$ cat src/rtl/bbc_pkg.sv
// shared types, codes and character decode for the bracket balance checker
`default_nettype none

package bbc_pkg;

   // bracket kinds as stored on the stack
   typedef enum logic [1:0] {
      KIND_ROUND  = 2'd0,
      KIND_CURLY  = 2'd1,
      KIND_SQUARE = 2'd2,
      KIND_NONE   = 2'd3
   } kind_type;

   // result status codes
   typedef enum logic [2:0] {
      ST_FINE        = 3'd0,
      ST_MISMATCH    = 3'd1,
      ST_EMPTY_CLOSE = 3'd2,
      ST_OVERFLOW    = 3'd3,
      ST_UNCLOSED    = 3'd4
   } status_type;

   localparam logic [7:0] CHR_OPEN_ROUND   = 8'h28;  // (
   localparam logic [7:0] CHR_CLOSE_ROUND  = 8'h29;  // )
   localparam logic [7:0] CHR_OPEN_SQUARE  = 8'h5B;  // [
   localparam logic [7:0] CHR_CLOSE_SQUARE = 8'h5D;  // ]
   localparam logic [7:0] CHR_OPEN_CURLY   = 8'h7B;  // {
   localparam logic [7:0] CHR_CLOSE_CURLY  = 8'h7D;  // }

   localparam int unsigned DATA_W   = 8;
   localparam int unsigned RSP_W    = 16;
   localparam int unsigned DEPTH_W  = 7;

   function automatic kind_type opener_kind(input logic [7:0] c);
      kind_type k;
      case (c)
         CHR_OPEN_ROUND:  k = KIND_ROUND;
         CHR_OPEN_CURLY:  k = KIND_CURLY;
         CHR_OPEN_SQUARE: k = KIND_SQUARE;
         default:         k = KIND_NONE;
      endcase
      return k;
   endfunction

   function automatic kind_type closer_kind(input logic [7:0] c);
      kind_type k;
      case (c)
         CHR_CLOSE_ROUND:  k = KIND_ROUND;
         CHR_CLOSE_CURLY:  k = KIND_CURLY;
         CHR_CLOSE_SQUARE: k = KIND_SQUARE;
         default:          k = KIND_NONE;
      endcase
      return k;
   endfunction

endpackage

`default_nettype wire

$ cat src/rtl/bbc_stack_mem.sv
// kind stack storage: one write port, one registered read port
`default_nettype none

module bbc_stack_mem import bbc_pkg::*; #(
   parameter int DEPTH = 64,
   localparam int ADDR_W = (DEPTH > 1) ? $clog2(DEPTH) : 1
) (
   input  wire logic              clock,
   input  wire logic              wr_en,
   input  wire logic [ADDR_W-1:0] wr_addr,
   input  wire kind_type          wr_data,
   input  wire logic              rd_en,
   input  wire logic [ADDR_W-1:0] rd_addr,
   output kind_type               rd_data
);

   kind_type mem [DEPTH];
   kind_type rd_data_ff;

   always_ff @(posedge clock) begin
      if (wr_en) begin
         mem[wr_addr] <= wr_data;
      end
   end

   // read data holds when no read is issued
   always_ff @(posedge clock) begin
      if (rd_en) begin
         rd_data_ff <= mem[rd_addr];
      end
   end

   assign rd_data = rd_data_ff;

endmodule

`default_nettype wire

$ cat src/rtl/bracket_balance_checker_core.sv
// top level of the bracket balance checker: stack control and result register
// a character's result word is registered and appears in the cycle after acceptance
// throughput: one character word per cycle while results drain, limited by the single
//    stack memory port pair (one push write or one pop read per cycle)
// the top of stack lives in a register, the entry below it is prefetched on a pop
// reset: synchronous, active high; clears the stack count, the held error and
//    the result valid; stack memory has no clearing pass and is undefined until written
`default_nettype none

module bracket_balance_checker_core import bbc_pkg::*; #(
   parameter int STACK_DEPTH = 64
) (
   input  wire logic               clock,
   input  wire logic               reset,
   // input words
   input  wire logic               req_tvalid,
   output logic                    req_tready,
   input  wire logic [DATA_W-1:0]  req_tdata,   // [7:0] char_byte
   input  wire logic               req_tlast,   // end_of_string
   // result words
   output logic                    rsp_tvalid,
   input  wire logic               rsp_tready,
   output logic [RSP_W-1:0]        rsp_tdata,   // [2:0] status, [3] balanced,
                                                // [10:4] nesting_depth, [15:11] zero
   output logic                    rsp_tlast    // string_done
);

   localparam int ADDR_W = (STACK_DEPTH > 1) ? $clog2(STACK_DEPTH) : 1;
   localparam int CNT_W  = $clog2(STACK_DEPTH + 1);
   localparam logic [CNT_W-1:0] CNT_FULL = CNT_W'(STACK_DEPTH);
   localparam logic [CNT_W-1:0] CNT_ONE  = CNT_W'(1);
   localparam logic [CNT_W-1:0] CNT_TWO  = CNT_W'(2);

   // stack state
   logic [CNT_W-1:0] count_ff, count_in;
   status_type       err_ff, err_in;
   kind_type         top_ff, top_in;
   // top of stack comes from the memory read data after a pop left entries
   logic             top_mem_ff, top_mem_in;

   // result register
   logic             rsp_valid_ff, rsp_valid_in;
   status_type       rsp_status_ff, rsp_status_in;
   logic             rsp_bal_ff, rsp_bal_in;
   logic [DEPTH_W-1:0] rsp_depth_ff, rsp_depth_in;
   logic             rsp_done_ff, rsp_done_in;

   // memory interface
   logic              wr_en, rd_en;
   logic [ADDR_W-1:0] wr_addr, rd_addr;
   kind_type          wr_data, rd_data;

   logic       in_acc;
   kind_type   open_k, close_k, top_eff;
   logic [CNT_W-1:0] cnt_below;
   logic [CNT_W+DEPTH_W-1:0] cnt_ext;

   // a new word is taken whenever the result register is free or draining
   assign req_tready = !rsp_valid_ff || rsp_tready;
   assign in_acc     = req_tvalid && req_tready;

   assign open_k    = opener_kind(req_tdata);
   assign close_k   = closer_kind(req_tdata);
   assign top_eff   = top_mem_ff ? rd_data : top_ff;
   assign cnt_below = count_ff - CNT_TWO;

   always_comb begin
      count_in   = count_ff;
      err_in     = err_ff;
      top_in     = top_ff;
      top_mem_in = top_mem_ff;
      wr_en      = 1'b0;
      wr_addr    = count_ff[ADDR_W-1:0];
      wr_data    = open_k;
      rd_en      = 1'b0;
      rd_addr    = cnt_below[ADDR_W-1:0];

      if (in_acc && err_ff == ST_FINE) begin
         if (open_k != KIND_NONE) begin
            if (count_ff >= CNT_FULL) begin
               err_in = ST_OVERFLOW;
            end else begin
               wr_en      = 1'b1;
               top_in     = open_k;
               top_mem_in = 1'b0;
               count_in   = count_ff + CNT_ONE;
            end
         end else if (close_k != KIND_NONE) begin
            if (count_ff == '0) begin
               err_in = ST_EMPTY_CLOSE;
            end else begin
               count_in = count_ff - CNT_ONE;
               if (top_eff != close_k) begin
                  err_in = ST_MISMATCH;
               end
               // prefetch the entry that becomes the new top
               if (count_ff >= CNT_TWO) begin
                  rd_en      = 1'b1;
                  top_mem_in = 1'b1;
               end
            end
         end
      end

      // result of this word, taken before the end-of-string clear
      cnt_ext       = {{DEPTH_W{1'b0}}, count_in};
      rsp_depth_in  = cnt_ext[DEPTH_W-1:0];
      rsp_status_in = err_in;
      rsp_bal_in    = 1'b0;
      rsp_done_in   = req_tlast;
      if (req_tlast && err_in == ST_FINE) begin
         if (count_in != '0) begin
            rsp_status_in = ST_UNCLOSED;
         end else begin
            rsp_bal_in = 1'b1;
         end
      end

      if (in_acc && req_tlast) begin
         count_in = '0;
         err_in   = ST_FINE;
      end

      rsp_valid_in = in_acc || (rsp_valid_ff && !rsp_tready);
   end

   always_ff @(posedge clock) begin
      if (reset) begin
         count_ff     <= '0;
         err_ff       <= ST_FINE;
         top_mem_ff   <= 1'b0;
         rsp_valid_ff <= 1'b0;
      end else begin
         count_ff     <= count_in;
         err_ff       <= err_in;
         top_mem_ff   <= top_mem_in;
         rsp_valid_ff <= rsp_valid_in;
      end
   end

   // payload, no reset
   always_ff @(posedge clock) begin
      top_ff <= top_in;
      if (in_acc) begin
         rsp_status_ff <= rsp_status_in;
         rsp_bal_ff    <= rsp_bal_in;
         rsp_depth_ff  <= rsp_depth_in;
         rsp_done_ff   <= rsp_done_in;
      end
   end

   bbc_stack_mem #(
      .DEPTH (STACK_DEPTH)
   ) u_stack (
      .clock   (clock),
      .wr_en   (wr_en),
      .wr_addr (wr_addr),
      .wr_data (wr_data),
      .rd_en   (rd_en),
      .rd_addr (rd_addr),
      .rd_data (rd_data)
   );

   assign rsp_tvalid = rsp_valid_ff;
   assign rsp_tdata  = {{(RSP_W - DEPTH_W - 4){1'b0}}, rsp_depth_ff, rsp_bal_ff,
                        rsp_status_ff};
   assign rsp_tlast  = rsp_done_ff;

   // stack count never passes the depth
   a_count_bound: assert property (@(posedge clock) disable iff (reset)
      count_ff <= CNT_FULL)
      else $error("stack count beyond depth");

   // a held error freezes the stack until the end of the string
   a_err_freeze: assert property (@(posedge clock) disable iff (reset)
      (err_ff != ST_FINE && !(in_acc && req_tlast)) |=> $stable(count_ff))
      else $error("stack moved while an error was held");

   // end of string clears count and error
   a_end_clear: assert property (@(posedge clock) disable iff (reset)
      (in_acc && req_tlast) |=> (count_ff == '0 && err_ff == ST_FINE))
      else $error("state not cleared after end of string");

   // balanced only on a clean final word
   a_bal_final: assert property (@(posedge clock) disable iff (reset)
      (rsp_valid_ff && rsp_bal_ff) |-> (rsp_done_ff && rsp_status_ff == ST_FINE))
      else $error("balanced flag on a non-final or failing word");

   // memory prefetch only when an entry stays below the popped top
   a_prefetch: assert property (@(posedge clock) disable iff (reset)
      rd_en |-> (count_ff >= CNT_TWO && !wr_en))
      else $error("stack read without an entry below the top");

endmodule

`default_nettype wire
$ cat config.mk
export PLATFORM = sky130hd
export DESIGN_NAME = bracket_balance_checker_core
export DESIGN_NICKNAME = d
export VERILOG_FILES = /design/src/rtl/bbc_pkg.sv /design/src/rtl/bbc_stack_mem.sv /design/src/rtl/bracket_balance_checker_core.sv
export SDC_FILE = /design/constraint.sdc
export NUM_CORES = 1
export LEC_CHECK = 0
export ABC_CLOCK_PERIOD_IN_PS = 8550
export BUFFER_PORTS_ARGS = -buffer_cell sky130_fd_sc_hd__buf_2
export CAP_MARGIN = 20
export CORE_AREA = 2 2 115 117
export CTS_CLUSTER_SIZE = 12
export DETAILED_ROUTE_END_ITERATION = 10
export DIE_AREA = 0 0 117 119
export PLACE_DENSITY = 0.77
export RECOVER_POWER = 100
export SYNTH_ARGS = -nofsm -noshare
export SYNTH_HDL_FRONTEND = slang
export SYNTH_SLANG_ARGS = --single-unit
$ cat constraint.sdc
create_clock -name clock -period 8.55 [get_ports clock]
set_clock_uncertainty 0.15 [all_clocks]
set_input_delay 1.71 -clock clock [delete_from_list [all_inputs] [get_ports clock]]
set_output_delay 1.71 -clock clock [all_outputs]
set_load 0.01 [all_outputs]
# Yosys cells after proc, flatten, opt, wreduce, memory -nomap -nowiden
# Memories as Yosys holds them, arrays and structs flattened. A register that Yosys moved wholly into a read port is not among the register bits.
# Cells that the tools add are included.
# word_totals
ramBits	128
input_bits	13
output_inout_bits	19
ff_bits	26
elab_cells	77
memories	1
# mem_list
name	depth	width	rd	rd_ports_with_merged_regs	wr	line_no	source
u_stack.mem	64	2	1	1	1	bbc_stack_mem.sv:17	kind_type mem [DEPTH];
# classes
eq_ne	11
bitwise	1
n_addsub	3
magnitude_cmp	2
n_mux	32
reduce_logical	18
# ops
op	count
two-way mux 7 bit	5
== test 8 x 7 -> 1 bit (second input constant)	4
two-way mux 3 bit	8
== test 8 x 6 -> 1 bit (second input constant)	2
two-way mux 1 bit	16
one-hot mux 2 bit (3 select lines)	2
inequality test 2 bit (second input constant)	4
adder 7 x 1 -> 7 bit (second input constant)	1
greater-or-equal comparator 7 x 2 -> 1 bit (second input constant)	1
greater-or-equal comparator 7 bit (second input constant)	1
logical NOT 7 bit	1
nonzero test 7 bit	1
subtractor 7 x 1 -> 7 bit (second input constant)	1
logical NOT 3 bit	2
subtractor 6 x 2 -> 6 bit (second input constant)	1
logical AND 1 bit	5
AND reduction 5 bit	1
nonzero test 2 bit	2
AND reduction 3 bit	1
logical NOT 1 bit	2
logical OR 1 bit	2
two-way mux 2 bit	1
inequality test 2 bit	1
OR reduction 2 bit	1
inverter 1 bit	1

# Longest topological paths before layout
# logic_depth
depth_word	11
mapped_depth	12
mapped_depth_nobuf	9

# By module
# A second synthesis with hierarchy kept.
# unflattened
cells_unflattened	508
hier_area_um2	7218.2
# by_module_without_submodules
module	cells_per_inst	seq_area_each_um2	instances	area_each_um2
bbc_stack_mem	324	3903.7	1	5417.7
bracket_balance_checker_core	184	660.6	1	1800.5

# Least setup slack after synthesis
# No wires, ideal clock.
# synth_path
path_type	input -> register
startpoint	in req_tdata[0]
endpoint	reg top_ff[0] (data pin)
arrival_ns	4.725
path_buffers	1
setup_ns	0.709
path_stages	4
required_ns	7.691
slack_ns	2.965
path_cell_list	nor4bb_1 -> clkbuf_1 -> nor2b_1 -> o21ai_0
# synth_via
elab_chain_len	2
elab_cells_between_ends	4
cone_classes	eq/ne (3); mux (1)
# synth_rtl
element	line_no	source
start, declared	bracket_balance_checker_core.sv:18	input wire logic [DATA_W-1:0] req_tdata,
== test 8 x 7 -> 1 bit or == test 8 x 6 -> 1 bit (tied branches)	bbc_pkg.sv:36	case (c)
one-hot mux 2 bit (3 select lines) *	bbc_pkg.sv:36	
via open_k[0]	bracket_balance_checker_core.sv:54	kind_type open_k, close_k, top_eff;
end signal, assigned	bracket_balance_checker_core.sv:143	top_ff <= top_in;
end, declared	bracket_balance_checker_core.sv:37	kind_type top_ff, top_in;
# The timed path passes the listed nets; every way through them passes the cells marked *.
# A chain may end at the register's enable or synchronous reset.

# Worst setup path after layout
# layout_path
startpoint	in req_tdata[4]
endpoint	mem u_stack.mem[58][1] (netlist name), enable pin
# layout_via
elab_chain_len	7
elab_cells_between_ends	9
cone_classes	eq/ne (4); mux (5)
# layout_rtl
element	line_no	source
== test 8 x 7 -> 1 bit or == test 8 x 6 -> 1 bit (tied branches)	bbc_pkg.sv:36	
one-hot mux 2 bit (3 select lines) *	bbc_pkg.sv:36	
inequality test 2 bit *	bracket_balance_checker_core.sv:79	if (open_k != KIND_NONE) begin
two-way mux 1 bit *	bracket_balance_checker_core.sv:79	
two-way mux 1 bit *	bracket_balance_checker_core.sv:78	if (in_acc && err_ff == ST_FINE) begin
two-way mux 1 bit *	bbc_stack_mem.sv:21	if (wr_en) begin
two-way mux 1 bit (implied by the code) *	bbc_stack_mem.sv:22	mem[wr_addr] <= wr_data;
end, declared	bbc_stack_mem.sv:17	
# Every way passes the cells marked *; elsewhere a longest branch is shown, timed or not.

==> results.sh <==
export IMPL_globalplace_congestion=0.9317
export IMPL_pwr_share_seq_pct=52.4
export IMPL_nets=489
export IMPL_layout_min_cycle_time_ns=5.274
export IMPL_worst_stage_delay_on_the_critical_path_ns=1.32
export IMPL_cts_num_sinks=156
export IMPL_worst_slew_pin_transition_ns=2.611
export IMPL_wl_um=13680
export IMPL_violations_in_the_final_reports="max-capacitance violations, max-slew violations"
export IMPL_cts_htree_levels=4
export IMPL_final_setup_tns_ns=0
export IMPL_clock_latency_ns=0.42
export IMPL_power_share_switching_pct=21.12
export IMPL_route_antenna_remaining_nets=0
export IMPL_routed_via_density=5.985
export IMPL_hold_end="err_ff[2]$_SDFF_PP0_"
export IMPL_netlist_instances=439
export IMPL_power_internal_mw=1.246
export IMPL_total_switching_power_uw=333.4
export IMPL_whs_ns=0.3398
export IMPL_placement_rows=42
export IMPL_numCtsBuffers=17
export IMPL_regToRegEndpoint="u_stack.rd_data[0]$_DFFE_PP_"
export IMPL_pin_count=32
export IMPL_critPathRequiredTime_ns=8.50
export IMPL_combPwrFrac_pct=1.7
export IMPL_post_route_period_util_pct=61.68
export IMPL_power_density_nw_per_um2=207.0
export IMPL_final_core_util_pct=59.26
export IMPL_grt_pass1_wl_um=21260
export IMPL_worst_path_max_delay_cell="sky130_fd_sc_hd__nor4b_1"
export IMPL_initialDrtViolationCount=442
export IMPL_synthFlopType="sky130_fd_sc_hd__edfxtp_1"
export IMPL_timing_max_transition_violations_final=182
export IMPL_finalSetupViolations=0
export IMPL_final_hold_violation_count=0
export IMPL_path_max_fanout=8
export IMPL_share_of_final_layout_standard_cells_stronger_than_drive_strength_1_pct=17.81
export IMPL_max_freq_mhz=189.6
export IMPL_synth_cell_area_um2=6812
export IMPL_post_cts_hold_buffer_count=0
export IMPL_vdd_ir_drop_worst_mv=0.1717
export IMPL_maxCapViolations=4
export IMPL_fill_cell_instance_count_of_the_final_layout=939
export IMPL_static_leakage_power_nw=2.674
export IMPL_worst_slew_margin_rel_pct=-74.06
export IMPL_count_of_flip_flops_with_a_built_in_enable_after_synthesis=144
export IMPL_antennaDiodeCount=0
export IMPL_buffers_plus_inverters_on_the_worst_setup_path=2
export IMPL_cts_tree="yes"
export IMPL_synthesis_area_per_instance_um2=15.52
export IMPL_share_of_synthesized_area_occupied_by_flip_flops_and_latches_pct=67.01
export IMPL_postSynth_asyncResetShare_pct=0
export IMPL_cts_setup_buffers=0
export IMPL_critical_path_cell_chain="clkbuf_1 > or4b_1 > nor4b_1 > o211ai_1 > inv_1 > nand4_1 > nor2_1"
export IMPL_r2r_worst_path_cells=8
export IMPL_antenna_violations_before_repair=0
export IMPL_grt_usage_pct=21.09
export IMPL_initial_core_util_pct=52.91
export IMPL_end_kind="flip-flop"
export IMPL_hpwlAfterDp_um=8571
export IMPL_status="finished with violations"
export IMPL_post_cts_resized_instances=0
export IMPL_ys_top_cells_by_area="sky130_fd_sc_hd__edfxtp_1 (63%), sky130_fd_sc_hd__mux4_2 (13%), sky130_fd_sc_hd__nor2_1 (4.2%)"
export IMPL_cts_clk_slew_worst_paths_ns=0.06
export IMPL_clk_root_buffer_cell="sky130_fd_sc_hd__clkbuf_16"
export IMPL_die_height_um=119
export IMPL_drt_pass1_iter_count=5
export IMPL_timing_setup_critical_path_class="in2reg"
export IMPL_synth_top_area_cell="sky130_fd_sc_hd__edfxtp_1"
export IMPL_worst_hold_path_type="reg2reg"
export IMPL_cp_arrival_ns=5.23
export IMPL_grt_overflow_total=0
export IMPL_grt_max_degree=66
export IMPL_synth_seq_cells=156
export IMPL_die_area_um2=13920
export IMPL_synth_largest_type_area_fraction_pct=63.48
export IMPL_min_delay_path_depth=2
export IMPL_timing_critical_path_max_delay_family="simple AND/OR/NAND/NOR gates"
export IMPL_worst_r2r_setup_slack_ns=3.34
export IMPL_area_growth_syn_to_layout_pct=12.01
export IMPL_unrepaired_setup_endpoints_after_global_routing="no"
export IMPL_number_of_global_route_vias_before_repair=3963
export IMPL_netlist_cell_type_count=56
export IMPL_start_kind="input port"
export IMPL_core_area_um2=12870
export IMPL_reg2reg_from="count_ff[1]$_SDFF_PP0_"
export IMPL_yosysWarnings=0
export IMPL_wl_per_cell_um=20.75
export IMPL_total_drc_errors_in_the_routed_layout=0
export IMPL_routed_via_count=3944
export IMPL_io_buffers=26
export IMPL_chip_width_um=117
export IMPL_cts_buffer_depth=2
export IMPL_min_delay_start="err_ff[2]$_SDFF_PP0_"
export IMPL_power_frac_clock_pct=45.9
[placed cells by master, fill, tap and decap left out, types with 9 or more instances in the layout]
| master | synthesis | layout |
|---|---|---|
| sky130_fd_sc_hd__inv_1 | 12 | 12 |
| sky130_fd_sc_hd__clkbuf_16 | 0 | 17 |
| sky130_fd_sc_hd__nand2_1 | 16 | 16 |
| sky130_fd_sc_hd__nor2_1 | 77 | 77 |
| sky130_fd_sc_hd__nor2b_1 | 9 | 9 |
| sky130_fd_sc_hd__nand3_1 | 11 | 11 |
| sky130_fd_sc_hd__nor3_1 | 8 | 9 |
| sky130_fd_sc_hd__edfxtp_1 | 144 | 144 |
| sky130_fd_sc_hd__dfxtp_1 | 12 | 11 |
| sky130_fd_sc_hd__mux4_2 | 40 | 40 |
| sky130_fd_sc_hd__buf_2 | 3 | 9 |
| sky130_fd_sc_hd__clkbuf_1 | 11 | 22 |
[worst max path at each step]
stage	start	end	slack [ns]	depth (start not counted)
floorplan	req_tdata[0]	top_ff[0]$_DFFE_PP_	2.97	4
global placement	req_tdata[4]	u_stack.mem[53][0]$_DFFE_PP_	3.96	7
detailed placement	req_tdata[4]	u_stack.mem[62][1]$_DFFE_PP_	3.90	7
CTS	req_tdata[4]	u_stack.mem[58][1]$_DFFE_PP_	4.32	7
global route	req_tdata[4]	u_stack.mem[58][1]$_DFFE_PP_	2.94	7
finish	req_tdata[4]	u_stack.mem[58][1]$_DFFE_PP_	3.28	7
[cells in the mapped netlist (3+ instances only)]
cell / number
sky130_fd_sc_hd__nand2b_1: 3
sky130_fd_sc_hd__clkbuf_1: 11
sky130_fd_sc_hd__edfxtp_1: 144
sky130_fd_sc_hd__nand4_1: 3
sky130_fd_sc_hd__a31oi_1: 3
sky130_fd_sc_hd__nand2_1: 16
sky130_fd_sc_hd__buf_1: 4
sky130_fd_sc_hd__nor2_1: 77
sky130_fd_sc_hd__o31ai_1: 3
sky130_fd_sc_hd__o211ai_1: 5
sky130_fd_sc_hd__nand3_1: 11
sky130_fd_sc_hd__a211oi_1: 3
sky130_fd_sc_hd__buf_4: 6
sky130_fd_sc_hd__o21a_1: 3
sky130_fd_sc_hd__nor3_1: 8
sky130_fd_sc_hd__nor2b_1: 9
sky130_fd_sc_hd__mux2i_1: 5
sky130_fd_sc_hd__and3_1: 4
sky130_fd_sc_hd__inv_1: 12
sky130_fd_sc_hd__dfxtp_1: 12
sky130_fd_sc_hd__and2_1: 3
sky130_fd_sc_hd__mux4_2: 40
sky130_fd_sc_hd__a21oi_1: 8
sky130_fd_sc_hd__buf_2: 3
sky130_fd_sc_hd__ha_1: 6
[per-stage QoR]
stage                     power, mW  cell area (µm²)  worst slack [ns]  instances
final                         1.579             7630             3.276        659
after global routing          1.626             7630             2.940        659
after CTS                     1.591             7694             4.320        659
after detailed placement     0.8727             7118             3.898        627
after global placement       0.8723             7118             3.961        627
after floorplan              0.8624             6827             2.965        443
[routing by layer]
layer / share of wire (%) / up-vias / track usage, % / wire length (µm)
li1: - / 1763 / - / -
met1: 40 / 1987 / 27.74 / 5515
met2: 50 / 166 / 33.02 / 6808
met3: 7.0 / 28 / 5.852 / 958
met4: 2.9 / 0 / 9.118 / 395
met5: 0 / - / 0 / 0
[worst register-to-register path, stage by stage, from the launching register on]
cell and delay, ns:
sky130_fd_sc_hd__dfxtp_1 0.31, sky130_fd_sc_hd__clkbuf_1 1.68, sky130_fd_sc_hd__inv_1 0.36, sky130_fd_sc_hd__ha_1 0.44, sky130_fd_sc_hd__xor2_1 0.68, sky130_fd_sc_hd__clkbuf_1 0.41, sky130_fd_sc_hd__mux4_2 0.58, sky130_fd_sc_hd__mux2i_1 0.21
sky130_fd_sc_hd__a21oi_1 0.12
[cell families after synthesis]
group	synth area share, %
AO/OA/AOI/OAI	4.593
XOR/XNOR	0.5144
adder cells (fa/ha/maj)	1.102
buffers and inverters	2.424
flip-flops	67.01
multiplexers	13.96
other	0.05505
AND/OR/NAND/NOR	10.34
[flip-flops by register name, indices dropped and copies added, names as in the netlist]
signal / count
count_ff: 7
rsp_depth_ff: 7
err_ff: 3
rsp_bal_ff: 1
top_ff: 2
top_mem_ff: 1
rsp_tvalid: 1
rsp_tlast: 1
u_stack.mem: 128
rsp_status_ff: 3
u_stack.rd_data: 2
[final cells by class]
cell class,count,area (µm²),area share [%]
clock buffers,17,425.4,5.576
clock inverters,15,150.1,1.968
inverters,13,48.80,0.6396
multi-input cells,250,2085,27.32
flip-flops and latches,156,4566,59.84
well taps,176,220.2,2.886
repair buffers,32,135.1,1.771
[power groups by stage]
stage	combinational, mW	clock [mW]	sequential [mW]
2_1_floorplan	0.0172	0	0.845
3_3_place_gp	0.0289	0	0.843
3_5_place_dp	0.0292	0	0.844
4_1_cts	0.0293	0.735	0.827
5_1_grt	0.0304	0.768	0.827
6_report	0.0275	0.724	0.827
No activity file was read; power rests on OpenSTA's default activity.
